## src/sv/fcsd_pkg.sv

```systemverilog
// Shared types and constants of the frame check and SET decode block.
package fcsd_pkg;

  localparam int unsigned ByteW   = 8;
  localparam int unsigned CmdW    = 7;
  localparam int unsigned PosW    = 8;
  localparam int unsigned SumW    = 16;
  localparam int unsigned StatusW = 3;
  localparam int unsigned GainW   = 29;
  localparam int unsigned RateW   = 15;
  localparam int unsigned CfgIdxW = 2;

  // Configuration register indexes.
  localparam logic [CfgIdxW-1:0] CfgStartCode = 2'd0;
  localparam logic [CfgIdxW-1:0] CfgEndCode   = 2'd1;
  localparam logic [CfgIdxW-1:0] CfgSetCmd    = 2'd2;

  // Configuration reset values.
  localparam logic [ByteW-1:0] StartCodeRst = 8'h82;
  localparam logic [ByteW-1:0] EndCodeRst   = 8'h83;
  localparam logic [CmdW-1:0]  SetCmdRst    = 7'd1;

  // Result status codes.
  localparam logic [StatusW-1:0] StatSetOk    = 3'd0;
  localparam logic [StatusW-1:0] StatOtherOk  = 3'd1;
  localparam logic [StatusW-1:0] StatTooShort = 3'd2;
  localparam logic [StatusW-1:0] StatBadSum   = 3'd3;
  localparam logic [StatusW-1:0] StatSetShort = 3'd4;

  // Frame layout, counted in data bytes after the start code.
  localparam int unsigned HdrCmdPos = 0;
  localparam int unsigned HdrLenPos = 2;
  localparam int unsigned PayFirst  = 3;
  localparam int unsigned PayDepth  = 11;
  // Shortest frame is 7 bytes including start and end code.
  localparam int unsigned MinPos    = 5;

  localparam logic [ByteW-1:0] FlagOn = 8'h02;
  localparam int unsigned GainSh3 = 21;
  localparam int unsigned GainSh2 = 14;
  localparam int unsigned GainSh1 = 7;
  localparam int unsigned RateSh  = 7;

  typedef struct packed {
    logic                           close;
    logic [PosW-1:0]                position;
    logic [SumW-1:0]                sum;
    logic [ByteW-1:0]               recent0;
    logic [ByteW-1:0]               recent1;
    logic [ByteW-1:0]               cmd;
    logic [ByteW-1:0]               len;
    logic [PayDepth-1:0][ByteW-1:0] pay;
  } frame_t;

  typedef struct packed {
    logic [StatusW-1:0] status;
    logic [ByteW-1:0]   command;
    logic               second_channel;
    logic               sinc4_filter;
    logic               chop_enable;
    logic               delay_disable;
    logic               reject60;
    logic [GainW-1:0]   gain_value;
    logic [RateW-1:0]   sample_rate;
  } result_t;

endpackage

```

## src/sv/fcsd_frame.sv

```systemverilog
// Frame tracker: position, running sum, last two data bytes and stored frame bytes.
module fcsd_frame (
  input  logic                            clk_i,
  input  logic                            rst_ni,
  input  logic                            en_i,
  input  logic [fcsd_pkg::ByteW-1:0]      byte_i,
  input  logic [fcsd_pkg::ByteW-1:0]      open_code_i,
  input  logic [fcsd_pkg::ByteW-1:0]      close_code_i,
  output fcsd_pkg::frame_t                frame_o
);
  import fcsd_pkg::*;

  logic                           in_frame_q;
  logic [PosW-1:0]                pos_q;
  logic [SumW-1:0]                sum_q;
  logic [ByteW-1:0]               rec0_q, rec1_q;
  logic [ByteW-1:0]               hdr_cmd_q, hdr_len_q;
  logic [PayDepth-1:0][ByteW-1:0] pay_q;
  logic [PayDepth-1:0][ByteW-1:0] pay_view;
  logic                           is_start, is_end, wr;

  assign is_start = (byte_i == open_code_i);
  assign is_end   = (byte_i == close_code_i);
  assign wr       = en_i & ~is_start & in_frame_q;

  // The decoder sees the payload with this byte already written, since the
  // end code itself may land in a payload slot.
  always_comb begin
    for (int k = 0; k < PayDepth; k++) begin
      pay_view[k] = (wr && pos_q == PosW'(PayFirst + k)) ? byte_i : pay_q[k];
    end
  end

  always_ff @(posedge clk_i or negedge rst_ni) begin
    if (!rst_ni) begin
      in_frame_q <= 1'b0;
      pos_q      <= '0;
      sum_q      <= '0;
      rec0_q     <= '0;
      rec1_q     <= '0;
    end else if (en_i) begin
      if (is_start) begin
        in_frame_q <= 1'b1;
        pos_q      <= '0;
        sum_q      <= '0;
        rec0_q     <= '0;
        rec1_q     <= '0;
      end else if (in_frame_q) begin
        if (is_end) begin
          in_frame_q <= 1'b0;
        end else begin
          // The two latest bytes are held back: they may be the checksum.
          sum_q  <= sum_q + SumW'(rec1_q);
          rec1_q <= rec0_q;
          rec0_q <= byte_i;
          if (pos_q != '1) begin
            pos_q <= pos_q + PosW'(1);
          end
        end
      end
    end
  end

  always_ff @(posedge clk_i) begin
    if (wr) begin
      if (pos_q == PosW'(HdrCmdPos)) begin
        hdr_cmd_q <= byte_i;
      end
      if (pos_q == PosW'(HdrLenPos)) begin
        hdr_len_q <= byte_i;
      end
    end
    pay_q <= pay_view;
  end

  always_comb begin
    frame_o          = '0;
    frame_o.close    = wr & is_end;
    frame_o.position = pos_q;
    frame_o.sum      = sum_q;
    frame_o.recent0  = rec0_q;
    frame_o.recent1  = rec1_q;
    frame_o.cmd      = hdr_cmd_q;
    frame_o.len      = hdr_len_q;
    frame_o.pay      = pay_view;
  end

endmodule

```

## src/sv/fcsd_decode.sv

```systemverilog
// Frame checker and SET decoder with the stored sample rate.
module fcsd_decode (
  input  logic                       clk_i,
  input  logic                       rst_ni,
  input  logic                       upd_i,
  input  fcsd_pkg::frame_t           frame_i,
  input  logic [fcsd_pkg::CmdW-1:0]  set_command_i,
  output fcsd_pkg::result_t          res_o
);
  import fcsd_pkg::*;

  logic [RateW-1:0] rate_q;
  logic [SumW-1:0]  inv;
  logic [RateW-1:0] fs;
  logic             rate_upd;

  assign inv = ~frame_i.sum;
  assign fs  = (RateW'(frame_i.pay[9]) << RateSh) | RateW'(frame_i.pay[10]);

  always_comb begin
    res_o    = '0;
    rate_upd = 1'b0;
    if (frame_i.position < PosW'(MinPos)) begin
      res_o.status = StatTooShort;
    end else if (frame_i.recent1 != {1'b0, inv[14:8]} ||
                 frame_i.recent0 != {1'b0, inv[6:0]}) begin
      res_o.status = StatBadSum;
    end else begin
      res_o.command = frame_i.cmd;
      if (frame_i.cmd != {1'b0, set_command_i}) begin
        res_o.status = StatOtherOk;
      end else if (frame_i.len < ByteW'(PayDepth)) begin
        res_o.status = StatSetShort;
      end else begin
        res_o.status         = StatSetOk;
        res_o.second_channel = (frame_i.pay[0] == FlagOn);
        res_o.sinc4_filter   = (frame_i.pay[1] == FlagOn);
        res_o.chop_enable    = (frame_i.pay[2] == FlagOn);
        res_o.delay_disable  = (frame_i.pay[3] == FlagOn);
        res_o.reject60       = (frame_i.pay[4] == FlagOn);
        res_o.gain_value     = (GainW'(frame_i.pay[5]) << GainSh3) |
                               (GainW'(frame_i.pay[6]) << GainSh2) |
                               (GainW'(frame_i.pay[7]) << GainSh1) |
                               GainW'(frame_i.pay[8]);
        rate_upd             = (fs != '0);
      end
    end
    res_o.sample_rate = rate_upd ? fs : rate_q;
  end

  always_ff @(posedge clk_i or negedge rst_ni) begin
    if (!rst_ni) begin
      rate_q <= '0;
    end else if (upd_i && rate_upd) begin
      rate_q <= fs;
    end
  end

endmodule

```

## src/sv/frame_check_and_set_decode.sv

```systemverilog
// Top level: input register, frame tracker, decoder and result register.
// A result follows the transfer of the end code byte through the input register
// and the result register. Throughput: one byte per cycle unless the output
// stalls; the input register and the result register let a new byte be taken
// while a result waits on a stalled output.
// Reset clears the frame state, the stored rate and both valid flags, and sets
// the start code, end code and SET command registers to their defaults.
module frame_check_and_set_decode (
  input  logic                          clk_i,
  input  logic                          rst_ni,
  input  logic                          cfg_we_i,
  input  logic [fcsd_pkg::CfgIdxW-1:0]  cfg_index_i,
  input  logic [fcsd_pkg::ByteW-1:0]    cfg_data_i,
  input  logic                          in_valid_i,
  output logic                          in_stall_o,
  input  logic [fcsd_pkg::ByteW-1:0]    rx_byte_i,
  output logic                          out_valid_o,
  input  logic                          out_stall_i,
  output logic [fcsd_pkg::StatusW-1:0]  status_o,
  output logic [fcsd_pkg::ByteW-1:0]    command_o,
  output logic                          second_channel_o,
  output logic                          sinc4_filter_o,
  output logic                          chop_enable_o,
  output logic                          delay_disable_o,
  output logic                          reject60_o,
  output logic [fcsd_pkg::GainW-1:0]    gain_value_o,
  output logic [fcsd_pkg::RateW-1:0]    sample_rate_o
);
  import fcsd_pkg::*;

  logic [ByteW-1:0] open_code_q, close_code_q;
  logic [CmdW-1:0]  set_cmd_q;
  logic             in_valid_q;
  logic [ByteW-1:0] in_byte_q;
  logic             out_valid_q;
  result_t          res_q;
  frame_t           frame;
  result_t          res;
  logic             advance, step, emit;

  assign advance    = ~out_valid_q | ~out_stall_i;
  assign step       = in_valid_q & advance;
  assign emit       = step & frame.close;
  assign in_stall_o = in_valid_q & ~advance;

  always_ff @(posedge clk_i or negedge rst_ni) begin
    if (!rst_ni) begin
      open_code_q  <= StartCodeRst;
      close_code_q <= EndCodeRst;
      set_cmd_q    <= SetCmdRst;
    end else if (cfg_we_i) begin
      case (cfg_index_i)
        CfgStartCode: open_code_q  <= cfg_data_i;
        CfgEndCode:   close_code_q <= cfg_data_i;
        CfgSetCmd:    set_cmd_q    <= cfg_data_i[CmdW-1:0];
        default: ;
      endcase
    end
  end

  always_ff @(posedge clk_i or negedge rst_ni) begin
    if (!rst_ni) begin
      in_valid_q  <= 1'b0;
      out_valid_q <= 1'b0;
    end else begin
      if (in_valid_i && !in_stall_o) begin
        in_valid_q <= 1'b1;
      end else if (advance) begin
        in_valid_q <= 1'b0;
      end
      if (advance) begin
        out_valid_q <= emit;
      end
    end
  end

  always_ff @(posedge clk_i) begin
    if (in_valid_i && !in_stall_o) begin
      in_byte_q <= rx_byte_i;
    end
    if (emit) begin
      res_q <= res;
    end
  end

  fcsd_frame u_frame (
    .clk_i        (clk_i),
    .rst_ni       (rst_ni),
    .en_i         (step),
    .byte_i       (in_byte_q),
    .open_code_i  (open_code_q),
    .close_code_i (close_code_q),
    .frame_o      (frame)
  );

  fcsd_decode u_decode (
    .clk_i         (clk_i),
    .rst_ni        (rst_ni),
    .upd_i         (emit),
    .frame_i       (frame),
    .set_command_i (set_cmd_q),
    .res_o         (res)
  );

  assign out_valid_o      = out_valid_q;
  assign status_o         = res_q.status;
  assign command_o        = res_q.command;
  assign second_channel_o = res_q.second_channel;
  assign sinc4_filter_o   = res_q.sinc4_filter;
  assign chop_enable_o    = res_q.chop_enable;
  assign delay_disable_o  = res_q.delay_disable;
  assign reject60_o       = res_q.reject60;
  assign gain_value_o     = res_q.gain_value;
  assign sample_rate_o    = res_q.sample_rate;

endmodule

```

## config.mk

```make
export PLATFORM = sky130hd
export DESIGN_NAME = frame_check_and_set_decode
export DESIGN_NICKNAME = d
export VERILOG_FILES = /design/src/sv/fcsd_pkg.sv /design/src/sv/fcsd_frame.sv /design/src/sv/fcsd_decode.sv /design/src/sv/frame_check_and_set_decode.sv
export SDC_FILE = /design/constraint.sdc
export NUM_CORES = 1
export LEC_CHECK = 0
export ABC_AREA = 1
export BUFFER_PORTS_ARGS = -buffer_cell sky130_fd_sc_hd__buf_2
export CORE_ASPECT_RATIO = 1.2
export CORE_MARGIN = 2
export CORE_UTILIZATION = 60
export DETAILED_ROUTE_END_ITERATION = 12
export PLACE_DENSITY = 0.84
export SYNTH_ARGS = -nofsm -noshare
export SYNTH_HDL_FRONTEND = slang
export SYNTH_HIERARCHICAL = 1
export SYNTH_SLANG_ARGS = --single-unit
```

## constraint.sdc

```tcl
create_clock -name clk_i -period 8.55 [get_ports clk_i]
set_clock_uncertainty 0.2 [all_clocks]
set_input_delay 0.855 -clock clk_i [delete_from_list [all_inputs] [get_ports clk_i]]
set_output_delay 0.855 -clock clk_i [all_outputs]
set_load 0.02 [all_outputs]
```

* Word level (Yosys, flattened, before mapping)
Cells that the tools add are included.
** Operators by class
- Add/subtract/negate cells :: 2
- $mul :: 0
- Div/mod/pow operators :: 0
- Magnitude comparators :: 2
- Equality and inequality tests :: 26
- Shift operators :: 0
- Muxes and demuxes :: 37
- Bitwise gates (word level) :: 16
- Reduce and logical (&&, ||, !) cells :: 31
** Operators by type and width (count)
- $mux W8 :: 21
- $eq A8 B2 Y1 const B :: 7
- $eq A8 B4 Y1 const B :: 6
- $mux W16 :: 3
- $eq A8 B3 Y1 const B :: 4
- $or A29 B15 Y29 :: 1
- $or A29 B22 Y29 :: 1
- $or A29 B8 Y29 :: 1
- $ne A8 B7 Y1 :: 3
- $add A16 B8 Y16 :: 1
- $eq A8 B8 Y1 :: 2
- $mux W15 :: 1
- $not A15 Y15 :: 1
- $or A15 B8 Y15 :: 1
- $reduce_bool A15 Y1 :: 1
- $logic_and A1 B1 Y1 :: 13
- $mux W1 :: 10
- $reduce_and A2 Y1 :: 5
- $add A8 B1 Y8 const B :: 1
- $logic_not A8 Y1 :: 1
- $lt A8 B3 Y1 const B :: 1
- $lt A8 B4 Y1 const B :: 1
- $ne A8 B8 Y1 const B :: 1
- $and A1 B1 Y1 :: 6
- other kinds (16) :: 21
** Word-level totals
- Bits in registers :: 253
- Bits in latches :: 0
- Memory bits (writable) :: 0
- Bits in read-only memories :: 0
- Input bits :: 23
- Output and inout bits :: 62
- Word-level logic and storage cells :: 150
- Memories kept :: 0

* Logic depth before layout (Yosys ltp)
- Word-level depth :: 14
- Mapped depth :: 19
- Depth with buffers taken out :: 17

* Cells and area by module
Netlist, hierarchy kept.
** Modules (own cells, without submodules)
- fcsd_frame :: times used 1, cells an instance 732, area each 6303.5 sq um, seq. area each 3268.1 sq um
- frame_check_and_set_decode :: times used 1, cells an instance 186, area each 3155.5 sq um, seq. area each 2675.1 sq um
- fcsd_decode :: times used 1, cells an instance 396, area each 2048.2 sq um, seq. area each 375.4 sq um

* Worst setup path before layout
No wires, ideal clock.
- Kind :: in2reg
- Start point :: in out_stall_i
- End point :: reg u_decode.rate_q[10]
- Setup time :: 117 ps
- Data arrival time :: 6626 ps
- Data required time :: 8233 ps
- Path slack :: 1606 ps
- Stages on the path :: 15
- Buffers on the path :: 3
- Path through :: nand2_1 inv_2 nor2_1 nand2_1 inv_1 buf_6 nand2_1 nor2_1 inv_1 nor3_1 clkbuf_1 nand4_2 buf_4 nand2_1 nand2_1
** RTL lines
- from (decl) :: RTL line frame_check_and_set_decode.sv:18 : input logic out_stall_i,
- to (signal assigned) :: RTL line fcsd_decode.sv:55 : rate_q <= fs;
- to (decl) :: RTL line fcsd_decode.sv:12 : logic [RateW-1:0] rate_q;

==> results.json <==
{
  "status": "completed",
  "seqPwrFrac": 0.497,
  "path_max_fanout": 32,
  "clock_latency_ns": 0.52,
  "area_delta_synth_final_pct": 10.4,
  "dieWidth_um": 130,
  "layout.cells.most_common": "nand2_1",
  "avgSynthCellArea_sq_um": 8.79,
  "min_from": "u_frame/pay_q[64]",
  "grt.total_usage": 0.233,
  "timing.rr.end": "u_decode/rate_q[4]",
  "avgRoutedWirePerCell_um": 14.2,
  "dpl-instance-area_sq_mm": 0.0118,
  "final_cell_mix": "426 x nand2_1, 125 x inv_1, 116 x nor2_1, 88 x dfxtp_1, 84 x edfxtp_1",
  "drc": 0,
  "power_mw": 2.84,
  "setup-violations-final": 0,
  "final.period_utilization": 0.491,
  "clkTransAtPathRegs_ns": 0.06,
  "cts_tree": "yes",
  "worstPathArrival_ns": 4.40,
  "rows": 55,
  "htreeDepth": 1,
  "initial_utilization": 0.608,
  "cts_resized": 0,
  "hold_slack_ns": 0.250,
  "powerDensity_mw_per_mm2": 225,
  "fillers": 1468,
  "combPwrFrac": 0.132,
  "slew_headroom": 0.233,
  "die_y_um": 155,
  "netSwitchingPower_mw": 0.769,
  "p_sw_frac": 0.271,
  "p_int_mw": 2.07,
  "period_needed_ns": 4.20,
  "grt_pass1_vias": 7867,
  "grt_pass1_wl_mm": 38.1,
  "drv_cap": 0,
  "pre_cts_ws_ns": 4.15,
  "crit_start": "in_byte_q[7]",
  "r2r_slack_ns": 4.35,
  "wirelength_mm": 23.2,
  "grt_max_degree": 81,
  "cts_made_buffers": 24,
  "cts_root_buf": "clkbuf_16",
  "viasPerCell": 5.25,
  "dr.pass1.iters": 6,
  "fmax_mhz": 238,
  "ff2ff_path_depth": 15,
  "r2r-start": "in_byte_q[7]",
  "leakage_nw": 5.63,
  "yosysWarningCount": 6,
  "gp_congestion": 0.963,
  "hp-class": "flip-flop to flip-flop",
  "place_inst": 1593,
  "endpoint": "u_decode/rate_q[4]",
  "stdcell_count": 1637,
  "critPathKind": "flip-flop to flip-flop",
  "cts_num_sinks": 252,
  "cts_max_path_buffers": 3,
  "cp.required_ns": 8.75,
  "worst_pin_slew_ns": 1.14,
  "drive_gt1_frac": 0.151,
  "boundaryPins": 85,
  "rsz0062_at_grt": "no",
  "fin_ws_ns": 4.35,
  "syn_inst": 1301,
  "die_area_sq_mm": 0.0202,
  "vias": 8599,
  "io_buffers": 84,
  "synth_area_sq_mm": 0.0114,
  "core_sq_mm": 0.0188,
  "clkPwrFrac": 0.371,
  "antenna_cells": 0,
  "antenna_found_initial": 0,
  "end_kind": "flip-flop",
  "synth_fp_nets": 1337,
  "postCtsHoldBufs": 0,
  "cp-start-kind": "flip-flop",
  "postCtsSetupBuffers": 0,
  "gr-total-overflow": 0,
  "nets": 1399,
  "finalHoldViolations": 0,
  "drtIter0Drc": 708,
  "final_area_sq_mm": 0.0126,
  "dp_hpwl_mm": 15.6,
  "vdd_drop_max_mv": 0.202,
  "drv_slew": 0,
  "ant_nets": 0,
  "tns_ns": 0,
  "post-route-util": 0.672
}
-- worst min path at each step --
| stage | slack (ns) | depth (start not counted) | endpoint |
|---|---|---|---|
| final | 0.25 | 2 | u_frame/pay_q[64] |
| after global placement | 0.23 | 2 | u_frame/pay_q[65] |
| after CTS | 0.25 | 2 | u_frame/pay_q[68] |
| after floorplan | 0.22 | 2 | u_frame/pay_q[41] |
| after global routing | 0.27 | 2 | u_frame/pay_q[42] |
| after detailed placement | 0.24 | 2 | u_frame/pay_q[42] |
-- final cells by class --
type | count | area [sq um] | area share
sequential | 252 | 6290 | 0.499
multi-input combinational | 867 | 4260 | 0.337
clock buffer | 33 | 717 | 0.0568
timing repair buffer | 85 | 430 | 0.0341
clock inverter | 11 | 92.6 | 0.00734
tap | 256 | 320 | 0.0254
inverter | 133 | 509 | 0.0403
-- sequential cells by signal, summed over array words and instances, names as in the netlist, 15 cells and up --
signal and cells:
gain_value_o 29, u_frame/pay_q 88, sample_rate_o 15, u_frame/sum_q 15, u_decode/rate_q 15
-- power by group through the flow --
| stage | clock network [mW] | logic (mW) | registers [mW] |
|---|---|---|---|
| 3_5_place_dp | 0 | 0.367 | 1.43 |
| 6_report | 1.05 | 0.373 | 1.41 |
| 3_3_place_gp | 0 | 0.350 | 1.43 |
| 5_1_grt | 1.12 | 0.429 | 1.42 |
| 2_1_floorplan | 0 | 0.299 | 1.40 |
| 4_1_cts | 1.07 | 0.370 | 1.41 |
-- worst max-delay path, stage by stage (launching register included) --
cell and delay, ns:
edfxtp_1 0.50, inv_1 0.46, nand2_1 0.10, nand4_1 0.13
nor2_2 0.06, nand2_4 0.33, nand3_4 0.30, o21ai_1 0.34
nor2_1 0.07, and2_1 0.15, nand2_1 0.05, nor2_1 0.06
nor2_4 0.51, nand4_2 0.50, nand2_1 0.22, nand2_1 0.08
-- metal layers --
layer,track usage,vias to the layer above,wire (um)
met5,0,-,0
met4,0.0742,0,627
met3,0.0296,54,1170
met2,0.400,250,11600
met1,0.309,3975,9840
li1,-,4320,-
Note: power is estimated with default switching activity, not from simulation.
